File: config.mk
export PLATFORM = sky130hd
export DESIGN_NAME = zero_crossing_period_detector_core_flat
export DESIGN_NICKNAME = d
export VERILOG_FILES = /design/src/sv/zcpd_pkg.sv /design/src/sv/zcpd_ifaces.sv /design/src/sv/zcpd_cfg_regs.sv /design/src/sv/zero_crossing_period_detector_core.sv /design/src/flat_wrapper.sv
export VERILOG_INCLUDE_DIRS = /design/src /design/src/sv
export SDC_FILE = /design/constraint.sdc
export NUM_CORES = 1
export LEC_CHECK = 0
export BUFFER_PORTS_ARGS = -buffer_cell sky130_fd_sc_hd__buf_2
export CORE_UTILIZATION = 50
export DETAILED_ROUTE_END_ITERATION = 16
export GPL_TIMING_DRIVEN = 0
export PLACE_DENSITY = 0.7
export SLEW_MARGIN = 20
export SYNTH_ARGS = -nofsm -noshare
export SYNTH_HDL_FRONTEND = slang
export SYNTH_SLANG_ARGS = --single-unit
File: constraint.sdc
create_clock -name clk -period 17.5 [get_ports clk]
set_input_delay 1.75 -clock clk [delete_from_list [all_inputs] [get_ports clk]]
set_output_delay 1.75 -clock clk [all_outputs]
set_load 0.01 [all_outputs]
File: src/sv/zero_crossing_period_detector_core_defines.svh
// Assertion macros shared by the detector RTL.
// Each macro expects clk and rst to exist in the module that uses it.
`ifndef ZERO_CROSSING_PERIOD_DETECTOR_CORE_DEFINES_SVH
`define ZERO_CROSSING_PERIOD_DETECTOR_CORE_DEFINES_SVH

// Consequent must hold in the same cycle as the antecedent.
`define ZCPD_ASSERT_SAME(label, ante, cons, msg) \
  label: assert property (@(posedge clk) disable iff (rst) (ante) |-> (cons)) \
    else $error(msg);

// Consequent must hold in the cycle after the antecedent.
`define ZCPD_ASSERT_NEXT(label, ante, cons, msg) \
  label: assert property (@(posedge clk) disable iff (rst) (ante) |=> (cons)) \
    else $error(msg);

`endif

File: src/sv/zcpd_pkg.sv
`default_nettype none

package zcpd_pkg;

  localparam int SAMPLE_W     = 12;
  localparam int SAMPLE_DROP  = 4;
  localparam int VALUE_W      = 8;
  localparam int PERIOD_W     = 20;
  localparam int PEAK_W       = 8;
  localparam int SLOPE_TOL_W  = 8;
  localparam int INTV_TOL_W   = 16;
  localparam int WINDOW_W     = 16;
  localparam int MISS_LIMIT_W = 4;
  // One more bit than the limit so the count can pass a limit of fifteen.
  localparam int MISS_W       = MISS_LIMIT_W + 1;
  localparam int APB_ADDR_W   = 4;
  localparam int APB_DATA_W   = 32;

  localparam logic [VALUE_W-1:0]  MIDPOINT   = 8'd127;
  localparam logic [PERIOD_W-1:0] PERIOD_MAX = '1;

  localparam logic [SLOPE_TOL_W-1:0]  RST_SLOPE_TOL  = 8'd3;
  localparam logic [INTV_TOL_W-1:0]   RST_INTV_TOL   = 16'd10;
  localparam logic [WINDOW_W-1:0]     RST_AMP_WINDOW = 16'd1000;
  localparam logic [MISS_LIMIT_W-1:0] RST_MISS_LIMIT = 4'd9;

  typedef enum logic [1:0] {
    REG_SLOPE_TOL  = 2'd0,
    REG_INTV_TOL   = 2'd1,
    REG_AMP_WINDOW = 2'd2,
    REG_MISS_LIMIT = 2'd3
  } reg_idx_t;

  typedef struct packed {
    logic [SLOPE_TOL_W-1:0]  slope_tolerance;
    logic [INTV_TOL_W-1:0]   interval_tolerance;
    logic [WINDOW_W-1:0]     amplitude_window;
    logic [MISS_LIMIT_W-1:0] miss_limit;
  } cfg_t;

  function automatic logic [VALUE_W-1:0] abs_diff8(input logic [VALUE_W-1:0] a,
                                                   input logic [VALUE_W-1:0] b);
    return (a > b) ? (a - b) : (b - a);
  endfunction

endpackage

`default_nettype wire

File: src/sv/zcpd_ifaces.sv
`default_nettype none

interface zcpd_sample_if;
  logic                           valid;
  logic                           ready;
  logic [zcpd_pkg::SAMPLE_W-1:0]  sample;

  modport source(output valid, output sample, input ready);
  modport sink(input valid, input sample, output ready);
endinterface

interface zcpd_result_if;
  logic                           valid;
  logic                           ready;
  logic [zcpd_pkg::PERIOD_W-1:0]  period;
  logic                           period_updated;
  logic [zcpd_pkg::PEAK_W-1:0]    peak_amplitude;
  logic                           peak_updated;

  modport source(output valid, output period, output period_updated,
                 output peak_amplitude, output peak_updated, input ready);
  modport sink(input valid, input period, input period_updated,
               input peak_amplitude, input peak_updated, output ready);
endinterface

`default_nettype wire

File: src/sv/zcpd_cfg_regs.sv
`default_nettype none

module zcpd_cfg_regs (
  input  wire logic                            clk,
  input  wire logic                            rst,
  input  wire logic                            psel,
  input  wire logic                            penable,
  input  wire logic                            pwrite,
  input  wire logic [zcpd_pkg::APB_ADDR_W-1:0] paddr,
  input  wire logic [zcpd_pkg::APB_DATA_W-1:0] pwdata,
  output logic      [zcpd_pkg::APB_DATA_W-1:0] prdata,
  output logic                                 pready,
  output zcpd_pkg::cfg_t                       cfg
);

  zcpd_pkg::reg_idx_t reg_idx;
  logic               wr_en;

  // Registers sit on word addresses; the low address bits are ignored.
  assign reg_idx = zcpd_pkg::reg_idx_t'(paddr[3:2]);
  assign wr_en   = psel && penable && pwrite;
  assign pready  = 1'b1;

  always_ff @(posedge clk) begin
    if (rst) begin
      cfg.slope_tolerance    <= zcpd_pkg::RST_SLOPE_TOL;
      cfg.interval_tolerance <= zcpd_pkg::RST_INTV_TOL;
      cfg.amplitude_window   <= zcpd_pkg::RST_AMP_WINDOW;
      cfg.miss_limit         <= zcpd_pkg::RST_MISS_LIMIT;
    end else if (wr_en) begin
      unique case (reg_idx)
        zcpd_pkg::REG_SLOPE_TOL: begin
          cfg.slope_tolerance <= pwdata[zcpd_pkg::SLOPE_TOL_W-1:0];
        end
        zcpd_pkg::REG_INTV_TOL: begin
          cfg.interval_tolerance <= pwdata[zcpd_pkg::INTV_TOL_W-1:0];
        end
        zcpd_pkg::REG_AMP_WINDOW: begin
          cfg.amplitude_window <= pwdata[zcpd_pkg::WINDOW_W-1:0];
        end
        zcpd_pkg::REG_MISS_LIMIT: begin
          cfg.miss_limit <= pwdata[zcpd_pkg::MISS_LIMIT_W-1:0];
        end
        default: begin
        end
      endcase
    end
  end

  always_comb begin
    prdata = '0;
    unique case (reg_idx)
      zcpd_pkg::REG_SLOPE_TOL:  prdata[zcpd_pkg::SLOPE_TOL_W-1:0]  = cfg.slope_tolerance;
      zcpd_pkg::REG_INTV_TOL:   prdata[zcpd_pkg::INTV_TOL_W-1:0]   = cfg.interval_tolerance;
      zcpd_pkg::REG_AMP_WINDOW: prdata[zcpd_pkg::WINDOW_W-1:0]     = cfg.amplitude_window;
      zcpd_pkg::REG_MISS_LIMIT: prdata[zcpd_pkg::MISS_LIMIT_W-1:0] = cfg.miss_limit;
      default:                  prdata = '0;
    endcase
  end

endmodule

`default_nettype wire

File: src/sv/zero_crossing_period_detector_core.sv
// Zero-crossing period detector. Each request carries one 12-bit converter sample, of which
// bits 11 to 4 are used, and produces exactly one result: the latest period in samples, a
// flag set when this sample completed a period match, the peak deviation from mid-scale of
// the last finished amplitude window, and a flag set when this sample closed a window.
// Rising crossings of mid-scale whose slope matches the steepest slope seen are timed and
// their intervals kept in an on-chip interval memory of STORE_DEPTH entries. Each sample
// passes the evaluate and finish states before the next is accepted; a crossing that must
// be compared with the first stored interval also passes the compare state, and a matched
// period the summation state, which walks the stored intervals one entry per cycle over
// the single read port of the interval memory. A finished result waits in an output
// register, so the next sample is accepted while the previous result is still waiting to
// be taken. The user must write tolerances, window length and the miss limit over the APB
// port only while the block is idle; the block itself does not enforce this.
`default_nettype none
`include "zero_crossing_period_detector_core_defines.svh"

module zero_crossing_period_detector_core #(
  parameter int STORE_DEPTH = 10,
  parameter int COUNT_WIDTH = 16
) (
  input  wire logic                            clk,
  input  wire logic                            rst,
  zcpd_sample_if.sink                          samples,
  zcpd_result_if.source                        results,
  input  wire logic                            psel,
  input  wire logic                            penable,
  input  wire logic                            pwrite,
  input  wire logic [zcpd_pkg::APB_ADDR_W-1:0] paddr,
  input  wire logic [zcpd_pkg::APB_DATA_W-1:0] pwdata,
  output logic      [zcpd_pkg::APB_DATA_W-1:0] prdata,
  output logic                                 pready
);

  localparam int IDX_W  = $clog2(STORE_DEPTH);
  localparam int ITOL_W = (COUNT_WIDTH > zcpd_pkg::INTV_TOL_W) ? COUNT_WIDTH
                                                                : zcpd_pkg::INTV_TOL_W;
  localparam int ACC_W  = ((COUNT_WIDTH > zcpd_pkg::PERIOD_W) ? COUNT_WIDTH
                                                               : zcpd_pkg::PERIOD_W) + 1;
  localparam logic [COUNT_WIDTH-1:0] ELAPSED_MAX = '1;

  localparam int VW = zcpd_pkg::VALUE_W;

  // One-hot sequencer: evaluate the sample, compare with the first stored
  // interval, sum the stored intervals, then hand the result to the output.
  typedef enum logic [4:0] {
    S_IDLE   = 5'b00001,
    S_EVAL   = 5'b00010,
    S_CMP    = 5'b00100,
    S_SUM    = 5'b01000,
    S_FINISH = 5'b10000
  } state_t;

  zcpd_pkg::cfg_t cfg;

  zcpd_cfg_regs u_cfg (
    .clk     (clk),
    .rst     (rst),
    .psel    (psel),
    .penable (penable),
    .pwrite  (pwrite),
    .paddr   (paddr),
    .pwdata  (pwdata),
    .prdata  (prdata),
    .pready  (pready),
    .cfg     (cfg)
  );

  state_t state;

  // Detector state.
  logic [VW-1:0]                    last_sample;
  logic [COUNT_WIDTH-1:0]           elapsed;
  logic [VW-1:0]                    first_slope;
  logic [IDX_W-1:0]                 store_index;
  logic [VW-1:0]                    steepest_slope;
  logic [zcpd_pkg::MISS_W-1:0]      miss_count;
  logic [zcpd_pkg::PERIOD_W-1:0]    period_reg;
  logic [zcpd_pkg::WINDOW_W-1:0]    window_count;
  logic [VW-1:0]                    running_peak;
  logic [VW-1:0]                    last_peak;

  // Per-sample working registers.
  logic [VW-1:0]                    sample_r;
  logic [VW-1:0]                    slope_r;
  logic [COUNT_WIDTH-1:0]           interval_r;
  logic [IDX_W-1:0]                 idx_r;
  logic [IDX_W-1:0]                 rd_ptr;
  logic [zcpd_pkg::PERIOD_W-1:0]    acc;
  logic                             p_upd_r;
  logic                             a_upd_r;

  // Output register.
  logic                             out_valid;
  logic [zcpd_pkg::PERIOD_W-1:0]    out_period;
  logic                             out_p_upd;
  logic [zcpd_pkg::PEAK_W-1:0]      out_peak;
  logic                             out_a_upd;

  // Interval memory: one write port, one registered read port.
  logic [COUNT_WIDTH-1:0]           interval_store [STORE_DEPTH];
  logic                             mem_we;
  logic [IDX_W-1:0]                 mem_waddr;
  logic [COUNT_WIDTH-1:0]           mem_wdata;
  logic [IDX_W-1:0]                 mem_raddr;
  logic [COUNT_WIDTH-1:0]           mem_rdata;

  // Combinational decision terms.
  logic                             crossing;
  logic [VW-1:0]                    slope;
  logic                             slope_match;
  logic [IDX_W-1:0]                 idx;
  logic [COUNT_WIDTH-1:0]           elapsed_inc;
  logic [zcpd_pkg::MISS_W-1:0]      miss_inc;
  logic [VW-1:0]                    dev;
  logic [VW-1:0]                    peak_now;
  logic [zcpd_pkg::WINDOW_W-1:0]    wc_inc;
  logic [COUNT_WIDTH-1:0]           intv_diff;
  logic                             period_match;
  logic [IDX_W:0]                   idx_inc;
  logic [IDX_W:0]                   rd_ptr_inc;
  logic                             sum_last;
  logic [ACC_W-1:0]                 sum_full;
  logic [zcpd_pkg::PERIOD_W-1:0]    sum_sat;
  logic                             out_free;

  assign samples.ready = (state == S_IDLE);

  assign results.valid          = out_valid;
  assign results.period         = out_period;
  assign results.period_updated = out_p_upd;
  assign results.peak_amplitude = out_peak;
  assign results.peak_updated   = out_a_upd;

  assign out_free = !out_valid || results.ready;

  always_comb begin
    // A rising crossing: previous value below mid-scale, new value at or above it.
    crossing    = (last_sample < zcpd_pkg::MIDPOINT) && (sample_r >= zcpd_pkg::MIDPOINT);
    slope       = sample_r - last_sample;
    slope_match = zcpd_pkg::abs_diff8(slope, steepest_slope) < cfg.slope_tolerance;
    idx         = ({1'b0, store_index} >= (IDX_W + 1)'(STORE_DEPTH)) ? '0 : store_index;
    elapsed_inc = (elapsed == ELAPSED_MAX) ? elapsed : (elapsed + COUNT_WIDTH'(1));
    miss_inc    = miss_count + zcpd_pkg::MISS_W'(1);

    dev      = (sample_r >= zcpd_pkg::MIDPOINT) ? (sample_r - zcpd_pkg::MIDPOINT)
                                                 : (zcpd_pkg::MIDPOINT - sample_r);
    peak_now = (dev > running_peak) ? dev : running_peak;
    wc_inc   = window_count + zcpd_pkg::WINDOW_W'(1);

    // The first stored interval arrives on the read port while in the compare state.
    intv_diff    = (mem_rdata > interval_r) ? (mem_rdata - interval_r)
                                            : (interval_r - mem_rdata);
    period_match = (ITOL_W'(intv_diff) < ITOL_W'(cfg.interval_tolerance))
                && (zcpd_pkg::abs_diff8(first_slope, slope_r) < cfg.slope_tolerance);
    idx_inc      = {1'b0, idx_r} + (IDX_W + 1)'(1);

    // Saturating accumulation; the partial sums only grow, so clipping each
    // step gives the same result as clipping the total.
    rd_ptr_inc = {1'b0, rd_ptr} + (IDX_W + 1)'(1);
    sum_last   = (rd_ptr_inc == {1'b0, idx_r});
    sum_full   = ACC_W'(acc) + ACC_W'(mem_rdata);
    sum_sat    = (sum_full > ACC_W'(zcpd_pkg::PERIOD_MAX)) ? zcpd_pkg::PERIOD_MAX
                                                             : sum_full[zcpd_pkg::PERIOD_W-1:0];
  end

  // Memory port control. The write of the new interval and the read of the
  // first entry in the evaluate state can hit the same entry only for a zero
  // index, and then the compare path is not taken, so that read goes unused;
  // the first entry's final write follows its read, so no forwarding is needed.
  always_comb begin
    mem_we    = 1'b0;
    mem_waddr = idx;
    mem_wdata = elapsed;
    mem_raddr = '0;
    unique case (state)
      S_EVAL: begin
        mem_we    = crossing && slope_match;
        mem_waddr = idx;
        mem_wdata = elapsed;
        mem_raddr = '0;
      end
      S_CMP: begin
        mem_raddr = '0;
      end
      S_SUM: begin
        mem_raddr = rd_ptr_inc[IDX_W-1:0];
        if (sum_last) begin
          mem_we    = 1'b1;
          mem_waddr = '0;
          mem_wdata = interval_r;
        end
      end
      S_IDLE, S_FINISH: begin
        mem_raddr = '0;
      end
      default: begin
        mem_raddr = '0;
      end
    endcase
  end

  always_ff @(posedge clk) begin
    if (mem_we) begin
      interval_store[mem_waddr] <= mem_wdata;
    end
    mem_rdata <= interval_store[mem_raddr];
  end

  always_ff @(posedge clk) begin
    if (rst) begin
      state          <= S_IDLE;
      last_sample    <= '0;
      elapsed        <= '0;
      first_slope    <= '0;
      store_index    <= '0;
      steepest_slope <= '0;
      miss_count     <= '0;
      period_reg     <= '0;
      window_count   <= '0;
      running_peak   <= '0;
      last_peak      <= '0;
      out_valid      <= 1'b0;
    end else begin
      if (results.ready) begin
        out_valid <= 1'b0;
      end
      unique case (state)
        S_IDLE: begin
          if (samples.valid) begin
            sample_r <= samples.sample[zcpd_pkg::SAMPLE_W-1:zcpd_pkg::SAMPLE_DROP];
            state    <= S_EVAL;
          end
        end

        S_EVAL: begin
          last_sample <= sample_r;
          p_upd_r     <= 1'b0;
          elapsed     <= elapsed_inc;
          state       <= S_FINISH;

          // Amplitude window runs on every sample.
          if (wc_inc == cfg.amplitude_window) begin
            window_count <= '0;
            last_peak    <= peak_now;
            running_peak <= '0;
            a_upd_r      <= 1'b1;
          end else begin
            window_count <= wc_inc;
            running_peak <= peak_now;
            a_upd_r      <= 1'b0;
          end

          if (crossing) begin
            priority if (slope_match) begin
              // Interval is written to the store by the memory port this cycle.
              elapsed    <= COUNT_WIDTH'(1);
              slope_r    <= slope;
              interval_r <= elapsed;
              idx_r      <= idx;
              if (idx == '0) begin
                first_slope <= slope;
                miss_count  <= '0;
                store_index <= IDX_W'(1);
              end else begin
                state <= S_CMP;
              end
            end else if (slope > steepest_slope) begin
              // A steeper crossing restarts the interval collection.
              steepest_slope <= slope;
              elapsed        <= COUNT_WIDTH'(1);
              miss_count     <= '0;
              store_index    <= '0;
            end else begin
              if (miss_inc > zcpd_pkg::MISS_W'(cfg.miss_limit)) begin
                store_index    <= '0;
                miss_count     <= '0;
                steepest_slope <= '0;
              end else begin
                miss_count <= miss_inc;
              end
            end
          end
        end

        S_CMP: begin
          if (period_match) begin
            acc    <= '0;
            rd_ptr <= '0;
            state  <= S_SUM;
          end else begin
            state <= S_FINISH;
            // Store full: drop everything collected and start over.
            if (idx_inc > (IDX_W + 1)'(STORE_DEPTH - 1)) begin
              store_index    <= '0;
              miss_count     <= '0;
              steepest_slope <= '0;
            end else begin
              store_index <= idx_inc[IDX_W-1:0];
            end
          end
        end

        S_SUM: begin
          acc    <= sum_sat;
          rd_ptr <= rd_ptr_inc[IDX_W-1:0];
          if (sum_last) begin
            // The matched interval becomes the new first entry.
            period_reg  <= sum_sat;
            p_upd_r     <= 1'b1;
            first_slope <= slope_r;
            store_index <= IDX_W'(1);
            miss_count  <= '0;
            state       <= S_FINISH;
          end
        end

        S_FINISH: begin
          if (out_free) begin
            out_valid  <= 1'b1;
            out_period <= period_reg;
            out_p_upd  <= p_upd_r;
            out_peak   <= last_peak;
            out_a_upd  <= a_upd_r;
            state      <= S_IDLE;
          end
        end

        default: begin
          state <= S_IDLE;
        end
      endcase
    end
  end

  // The index always names an entry that exists.
  `ZCPD_ASSERT_SAME(a_index_in_range, 1'b1, store_index <= IDX_W'(STORE_DEPTH - 1), "store index past the interval store")
  // An accepted sample is evaluated in the following cycle.
  `ZCPD_ASSERT_NEXT(a_accept_to_eval, samples.valid && samples.ready, state == S_EVAL, "accepted sample not evaluated")
  // A completed match leaves exactly the matched interval in the store.
  `ZCPD_ASSERT_SAME(a_match_restart, (state == S_FINISH) && p_upd_r, (store_index == IDX_W'(1)) && (miss_count == '0), "match did not restart the store")
  // The summation never adds the entry just written or any beyond it.
  `ZCPD_ASSERT_SAME(a_sum_bound, state == S_SUM, rd_ptr < idx_r, "summation ran past the stored intervals")
  // A deviation from mid-scale cannot exceed 128.
  `ZCPD_ASSERT_SAME(a_peak_range, 1'b1, last_peak <= 8'd128, "peak amplitude out of range")

endmodule

`default_nettype wire
File: src/flat_wrapper.sv
// flat-port wrapper written by rule: the top's interface ports become plain ports
module zero_crossing_period_detector_core_flat 
#(
  parameter int STORE_DEPTH = 10,
  parameter int COUNT_WIDTH = 16
)
  (clk, rst, psel, penable, pwrite, paddr, pwdata, prdata, pready, samples_valid, samples_sample, samples_ready, results_valid, results_period, results_period_updated, results_peak_amplitude, results_peak_updated, results_ready);
  zcpd_sample_if samples_i ();
  zcpd_result_if results_i ();
  input  wire logic clk;
  input  wire logic rst;
  input  wire logic psel;
  input  wire logic penable;
  input  wire logic pwrite;
  input  wire logic [zcpd_pkg::APB_ADDR_W-1:0] paddr;
  input  wire logic [zcpd_pkg::APB_DATA_W-1:0] pwdata;
  output logic      [zcpd_pkg::APB_DATA_W-1:0] prdata;
  output logic pready;
  input wire logic [$bits(samples_i.valid)-1:0] samples_valid;
  input wire logic [$bits(samples_i.sample)-1:0] samples_sample;
  output wire logic [$bits(samples_i.ready)-1:0] samples_ready;
  output wire logic [$bits(results_i.valid)-1:0] results_valid;
  output wire logic [$bits(results_i.period)-1:0] results_period;
  output wire logic [$bits(results_i.period_updated)-1:0] results_period_updated;
  output wire logic [$bits(results_i.peak_amplitude)-1:0] results_peak_amplitude;
  output wire logic [$bits(results_i.peak_updated)-1:0] results_peak_updated;
  input wire logic [$bits(results_i.ready)-1:0] results_ready;
  assign samples_i.valid = samples_valid;
  assign samples_i.sample = samples_sample;
  assign samples_ready = samples_i.ready;
  assign results_valid = results_i.valid;
  assign results_period = results_i.period;
  assign results_period_updated = results_i.period_updated;
  assign results_peak_amplitude = results_i.peak_amplitude;
  assign results_peak_updated = results_i.peak_updated;
  assign results_i.ready = results_ready;
  zero_crossing_period_detector_core #(.STORE_DEPTH(STORE_DEPTH), .COUNT_WIDTH(COUNT_WIDTH)) u_core (.clk(clk), .rst(rst), .samples(samples_i), .results(results_i), .psel(psel), .penable(penable), .pwrite(pwrite), .paddr(paddr), .pwdata(pwdata), .prdata(prdata), .pready(pready));
endmodule
==> After elaboration in Yosys (flattened, before gate mapping) <==
Memories as Yosys holds them, arrays and structs flattened. A register that Yosys moved wholly into a read port is not among the register bits.
Cells that the tools add are included.
{ "classes": {"magnitude_cmp": 13, "add_sub_neg": 15, "reduce_logical": 30, "mux": 73, "n_bitwise": 1, "eq_ne": 24} }
{ "ops": {"columns": ["op", "n"], "rows": [
  ["2-to-1 mux 16 bit", 8],
  ["2-to-1 mux 8 bit", 15],
  ["2-to-1 mux 5 bit", 15],
  ["2-to-1 mux 4 bit", 13],
  ["case mux 8 bit (2 select lines)", 3],
  ["2-to-1 mux 20 bit", 2],
  ["case mux 20 bit (2 select lines)", 1],
  ["subtractor 8 bit", 5],
  ["adder 16 x 1 -> 16 bit (second input constant)", 2],
  ["subtractor 16 bit", 2],
  ["case mux 5 bit (5 select lines)", 1],
  ["greater-than comparator 8 bit", 3],
  ["case mux 4 bit (3 select lines)", 2],
  ["adder 20 x 16 -> 21 bit", 1],
  ["greater-than comparator 21 x 20 -> 1 bit (second input constant)", 1],
  ["AND reduction 6 bit", 3],
  ["equality test 16 bit", 1],
  ["equality test 16 bit (second input constant)", 1],
  ["greater-than comparator 16 bit", 1],
  ["< comparator 16 bit", 1],
  ["< comparator 8 bit", 2],
  ["case mux 4 bit (4 select lines)", 1],
  ["case mux 5 bit (3 select lines)", 1],
  ["AND reduction 3 bit", 5],
  ["other kinds (36)", 66]
]} }
{ "totals": {"mem_count": 1, "mem_bits_rw": 160, "register_bits": 243, "out_inout_bits": 65, "elab_cells": 185, "in_bits": 55} }
{ "mem_list": {"columns": ["name", "words", "word_bits", "rd", "rd_ports_with_merged_regs", "write_ports", "line_no", "source"], "rows": [
  ["u_core.interval_store", 10, 16, 1, 1, 1, "zero_crossing_period_detector_core.sv:100", "logic [COUNT_WIDTH-1:0] interval_store [STORE_DEPTH];"]
]} }

==> Logic depth before layout (Yosys ltp) <==
{ "depth": {"depth_word": 8, "mapped_depth": 29, "mapped_depth_nobuf": 26} }

==> Cells and area by module <==
A second synthesis with hierarchy kept.
{ "hier_totals": {"hier_cells": 2232, "hier_area_um2": 22489.1} }
{ "by_module_without_submodules": {"columns": ["mod", "cells_each", "seq_area_each_um2", "area_each_um2", "instances"], "rows": [
  ["zero_crossing_period_detector_core", 1990, 10029.6, 20086.8, 1],
  ["zcpd_cfg_regs", 242, 880.8, 2402.3, 1]
]} }

==> Least setup slack after synthesis <==
Ideal clock, no wire load.
{ "synth_path": {"kind": "flip-flop to flip-flop", "startpoint": "reg u_core.sample_r[1]", "endpoint": "mem u_core.interval_store[1][0] (enable)", "arrival_ns": 6.496, "path_buffers": 1, "required_ns": 17.070, "period_less_slack_ns": 6.926, "setup_time_ns": 0.430, "path_slack_ns": 10.574, "stages_incl_launch_ff": 24, "cell_sequence": "edfxtp_1 -> ha_1 -> a21o_1 -> a21o_1 -> and2_1 -> o21ai_0 -> nor2b_1 -> xnor2_1 -> ha_1 -> a21o_1 -> a211o_1 -> o21ai_0 -> buf_2 -> mux2_2 -> o21ai_0 -> a21oi_1 -> a311oi_1 -> ha_1 -> o21a_1 -> nor2_1 -> a31oi_1 -> nor2_1 -> nand2_1 -> nor4_1"} }
{ "synth_via": {"elab_chain_cells": 8, "word_cells_on_any_way": 12} }
{ "synth_lines": {"columns": ["item", "line_no", "source"], "rows": [
  ["start: declaration", "zero_crossing_period_detector_core.sv:83", "logic [VW-1:0] sample_r;"],
  ["start signal: assignment", "zero_crossing_period_detector_core.sv:230", "sample_r <= samples.sample[zcpd_pkg::SAMPLE_W-1:zcpd_pkg::SAMPLE_DROP];"],
  ["subtractor 8 bit (*)", "zero_crossing_period_detector_core.sv:139", "slope = sample_r - last_sample;"],
  ["named net u_core.slope[5]", "zero_crossing_period_detector_core.sv:109", "logic [VW-1:0] slope;"],
  ["subtractor 8 bit / greater-than comparator 8 bit (equally long branches)", "zcpd_pkg.sv:43", "return (a > b) ? (a - b) : (b - a);"],
  ["2-to-1 mux 8 bit (*)", "zcpd_pkg.sv:43", null],
  ["< comparator 8 bit (*)", "zero_crossing_period_detector_core.sv:140", "slope_match = zcpd_pkg::abs_diff8(slope, steepest_slope) < cfg.slope_tolerance;"],
  ["logical AND 1 bit (*)", "zero_crossing_period_detector_core.sv:177", "mem_we = crossing && slope_match;"],
  ["case mux 1 bit (2 select lines) (*)", "zero_crossing_period_detector_core.sv:175", "unique case (state)"],
  ["2-to-1 mux 1 bit (*)", "zero_crossing_period_detector_core.sv:203", "if (mem_we) begin"],
  ["2-to-1 mux 1 bit (implied by the code) (*)", "zero_crossing_period_detector_core.sv:204", "interval_store[mem_waddr] <= mem_wdata;"],
  ["end: declaration", "zero_crossing_period_detector_core.sv:100", null]
]} }
The timed path passes the listed nets; every way through them passes the cells marked *.

==> Worst setup path after layout <==
{ "layout_path": {"startpoint": "reg u_core.sample_r[0]", "endpoint": "mem u_core.interval_store[1][8] (enable)"} }
The elaborated chain is that of the path after synthesis.

==> metrics.yaml <==
status: "completed"
grt.met3_usage: 0.0409
worst_pin_slew_ns: 0.971
antenna_cells: 0
p_total_uw: 2220
clk_latency_ns: 0.59
cts_made_buffers: 45
p_leak_uw: 0.00924
largest_register_ffs: 160
cp_max_fo: 10
end_kind: "register"
grt_use_met1: 0.340
async_reset_ff_frac: 0
avgSynthCellArea_um2: 10.1
slowest_delay_ns: 0.71
area_delta_synth_final_pct: 13.7
place_congestion: 0.942
grt_remaining_overflow: 0
num_vias: 17100
htreeDepth: 2
hp-class: "register to register"
clkSlewWorstSetupHoldPaths_ns: 0.06
fin_util: 0.577
nFillCells: 3648
portBuffers: 80
start_kind: "register"
worst_ep_required_time_ns: 17.78
dp.cells: 2866
reg.largest.list: "u_core.interval_store x160, u_core.u_cfg.cfg x44"
crit_end: "u_core.interval_store[1][8]"
synth_edf_count: 252
report.final.slew_viol_count: 0
setup_viol: 0
grt_pass1_wl_um: 89700
drc: 0
grt_use_met2: 0.427
cts_root_buf: "clkbuf_16"
drtIter0Drc: 1507
fin_crit_ns: 7.96
drive_gt1_frac: 0.117
post_cts_resized: 0
grt_pass1_vias: 16700
min_period_over_period: 0.455
relSlewSlack: 0.353
ant_nets: 0
hold_ws_ns: 0.430
initial_core_util: 0.508
rsz0062_at_grt: "no"
ir_worst_vdd_mv: 0.0740
reg2reg_slack_ns: 9.54
core_um2: 43100
die-height_um: 211
cp_common_cell: "buf_2"
critPathKind: "register to register"
wl_per_cell_um: 19.5
finalHoldViolCount: 0
timing.rr.start: "u_core.sample_r[0]"
setup_tns_ns: 0
fmax_ghz: 0.126
ys_warn_count: 0
synth_area_um2: 21900
postCtsSetupBuffers: 0
maxCapViolCount: 0
first_pass_iters: 8
die_area_um2: 44600
cts_num_sinks: 419
postCtsHoldBufs: 0
ys.flop_type: "edfxtp_1"
reg2reg_depth: 28
r2r-end: "u_core.interval_store[1][8]"
dp_hpwl_um: 42800
yosysUniqueCellTypes: 84
viasPerCell: 5.79
ys_ff_latch: 419
synth_seq_area_share: 0.499
fin_skew_ns: 0.0137
dieWidth_um: 211
arrival_ns: 8.24
cp-startpoint: "u_core.sample_r[0]"
grt_max_degree: 29
wl_um: 57500
clk_path_buf_depth: 3
cp_slowest_cell: "xnor2_1"
grt_usage: 0.258
max_flop_register: "u_core.interval_store"
num_rows: 76
nets: 2527
io_pins: 120
synthCells: 2170
fin_cells: 2950
cts_tree: "built"
antenna_found_initial: 0
power_density_nw_per_um2: 89.2
grt_busiest_layer: "met2"
## cell families after synthesis
| logic type | share of synthesized area |
|---|---|
| adder cells (fa/ha/maj) | 0.0851 |
| AO/OA/AOI/OAI | 0.156 |
| AND/OR/NAND/NOR | 0.146 |
| other | 0.000343 |
| buffers and inverters | 0.0519 |
| XOR/XNOR | 0.0328 |
| multiplexers | 0.0284 |
| flip-flops | 0.499 |
## layout make-up
cell class	count	area, um2	area share
clock inverters	20	278	0.0112
repair buffers	96	576	0.0231
well taps	585	732	0.0294
plain buffers	126	603	0.0243
inverters	142	533	0.0214
clock buffers	64	1280	0.0514
multi-input cells	1498	9960	0.400
flip-flops and latches	419	10900	0.439
## report_power, final
group          switching (uW)  internal [uW]
Sequential               6.77           1040
Combinational             106           62.1
Clock                     411            590
## routing by layer
metal,share of wire,vias to the layer above
met1,0.43,8195
met2,0.47,618
met4,0.034,0
met5,0,-
met3,0.064,122
li1,-,8150
## worst min path at each step
stage / cells past startpoint / from / end / slack, ns
global route: 0 / u_core.period_reg[19] / u_core.results.period[19] / 0.44
finish: 0 / u_core.period_reg[19] / u_core.results.period[19] / 0.43
global placement: 0 / u_core.a_upd_r / u_core.results.peak_updated / 0.40
detailed placement: 0 / u_core.period_reg[19] / u_core.results.period[19] / 0.42
floorplan: 0 / u_core.period_reg[18] / u_core.results.period[18] / 0.40
CTS: 0 / u_core.period_reg[19] / u_core.results.period[19] / 0.43
## synth_stat cells (11+ instances only)
| cell | n | area share |
|---|---|---|
| a211oi_1 | 32 | 0.011 |
| and3_1 | 17 | 0.0049 |
| nand4_1 | 21 | 0.0060 |
| nor2_1 | 170 | 0.029 |
| o21a_1 | 20 | 0.0069 |
| clkbuf_1 | 71 | 0.012 |
| ha_1 | 136 | 0.078 |
| dfxtp_1 | 167 | 0.15 |
| nor2b_1 | 27 | 0.0077 |
| xor2_1 | 31 | 0.012 |
| o22ai_1 | 17 | 0.0049 |
| xnor2_1 | 51 | 0.020 |
| mux2i_1 | 35 | 0.016 |
| nor3_1 | 29 | 0.0066 |
| buf_4 | 24 | 0.0082 |
| buf_2 | 20 | 0.0046 |
| a21oi_1 | 173 | 0.040 |
| a311oi_1 | 24 | 0.0096 |
| a22oi_1 | 11 | 0.0038 |
| a31oi_1 | 16 | 0.0046 |
| edfxtp_1 | 252 | 0.35 |
| o21ai_0 | 64 | 0.015 |
| nand2b_1 | 12 | 0.0034 |
| and2_1 | 13 | 0.0037 |
| o221ai_1 | 35 | 0.014 |
| inv_1 | 137 | 0.024 |
| mux2_2 | 23 | 0.012 |
| nand2_1 | 253 | 0.043 |
| nand3_1 | 84 | 0.019 |
| a21o_1 | 25 | 0.0086 |
## cell usage in the layout (no fill, tap or decap), types with 11 or more instances in the layout
master     Yosys  final
a211oi_1      32     32
a21o_1        25     25
a21oi_1      173    172
a22oi_1       11     11
a311oi_1      24     24
a31oi_1       16     16
and2_1        13     13
and3_1        17     17
buf_2         20    105
buf_4         24     29
clkbuf_1      71     83
clkbuf_16      0     46
conb_1         2     17
dfxtp_1      167    167
edfxtp_1     252    252
ha_1         136    136
inv_1        137    137
mux2_2        23     23
mux2i_1       35     35
nand2_1      253    253
nand2b_1      12     12
nand3_1       84     84
nand4_1       21     21
nor2_1       170    164
nor2b_1       27     27
nor3_1        29     25
o21a_1        20     20
o21ai_0       64     61
o221ai_1      35     35
o22ai_1       17     17
xnor2_1       51     51
xor2_1        31     31
## worst max-delay path: cells and delay by family (launching register included)
kind	cells	cell delay, ns
buffers and inverters	6	1.33
adders and majority gates	3	0.95
DFF	1	0.46
muxes	1	0.38
xor gates and xnor gates	1	0.71
AOI/OAI and AO/OA	11	2.50
and+or+nand+nor	6	1.30
## per-stage QoR
stage	setup WS [ns]	cell area, um2
final	9.54	24900
after global placement	8.13	23100
after detailed placement	9.70	23300
after global routing	9.16	24900
after CTS	9.66	24900
after floorplan	10.57	21900
No activity file was read; power rests on OpenSTA's default activity.
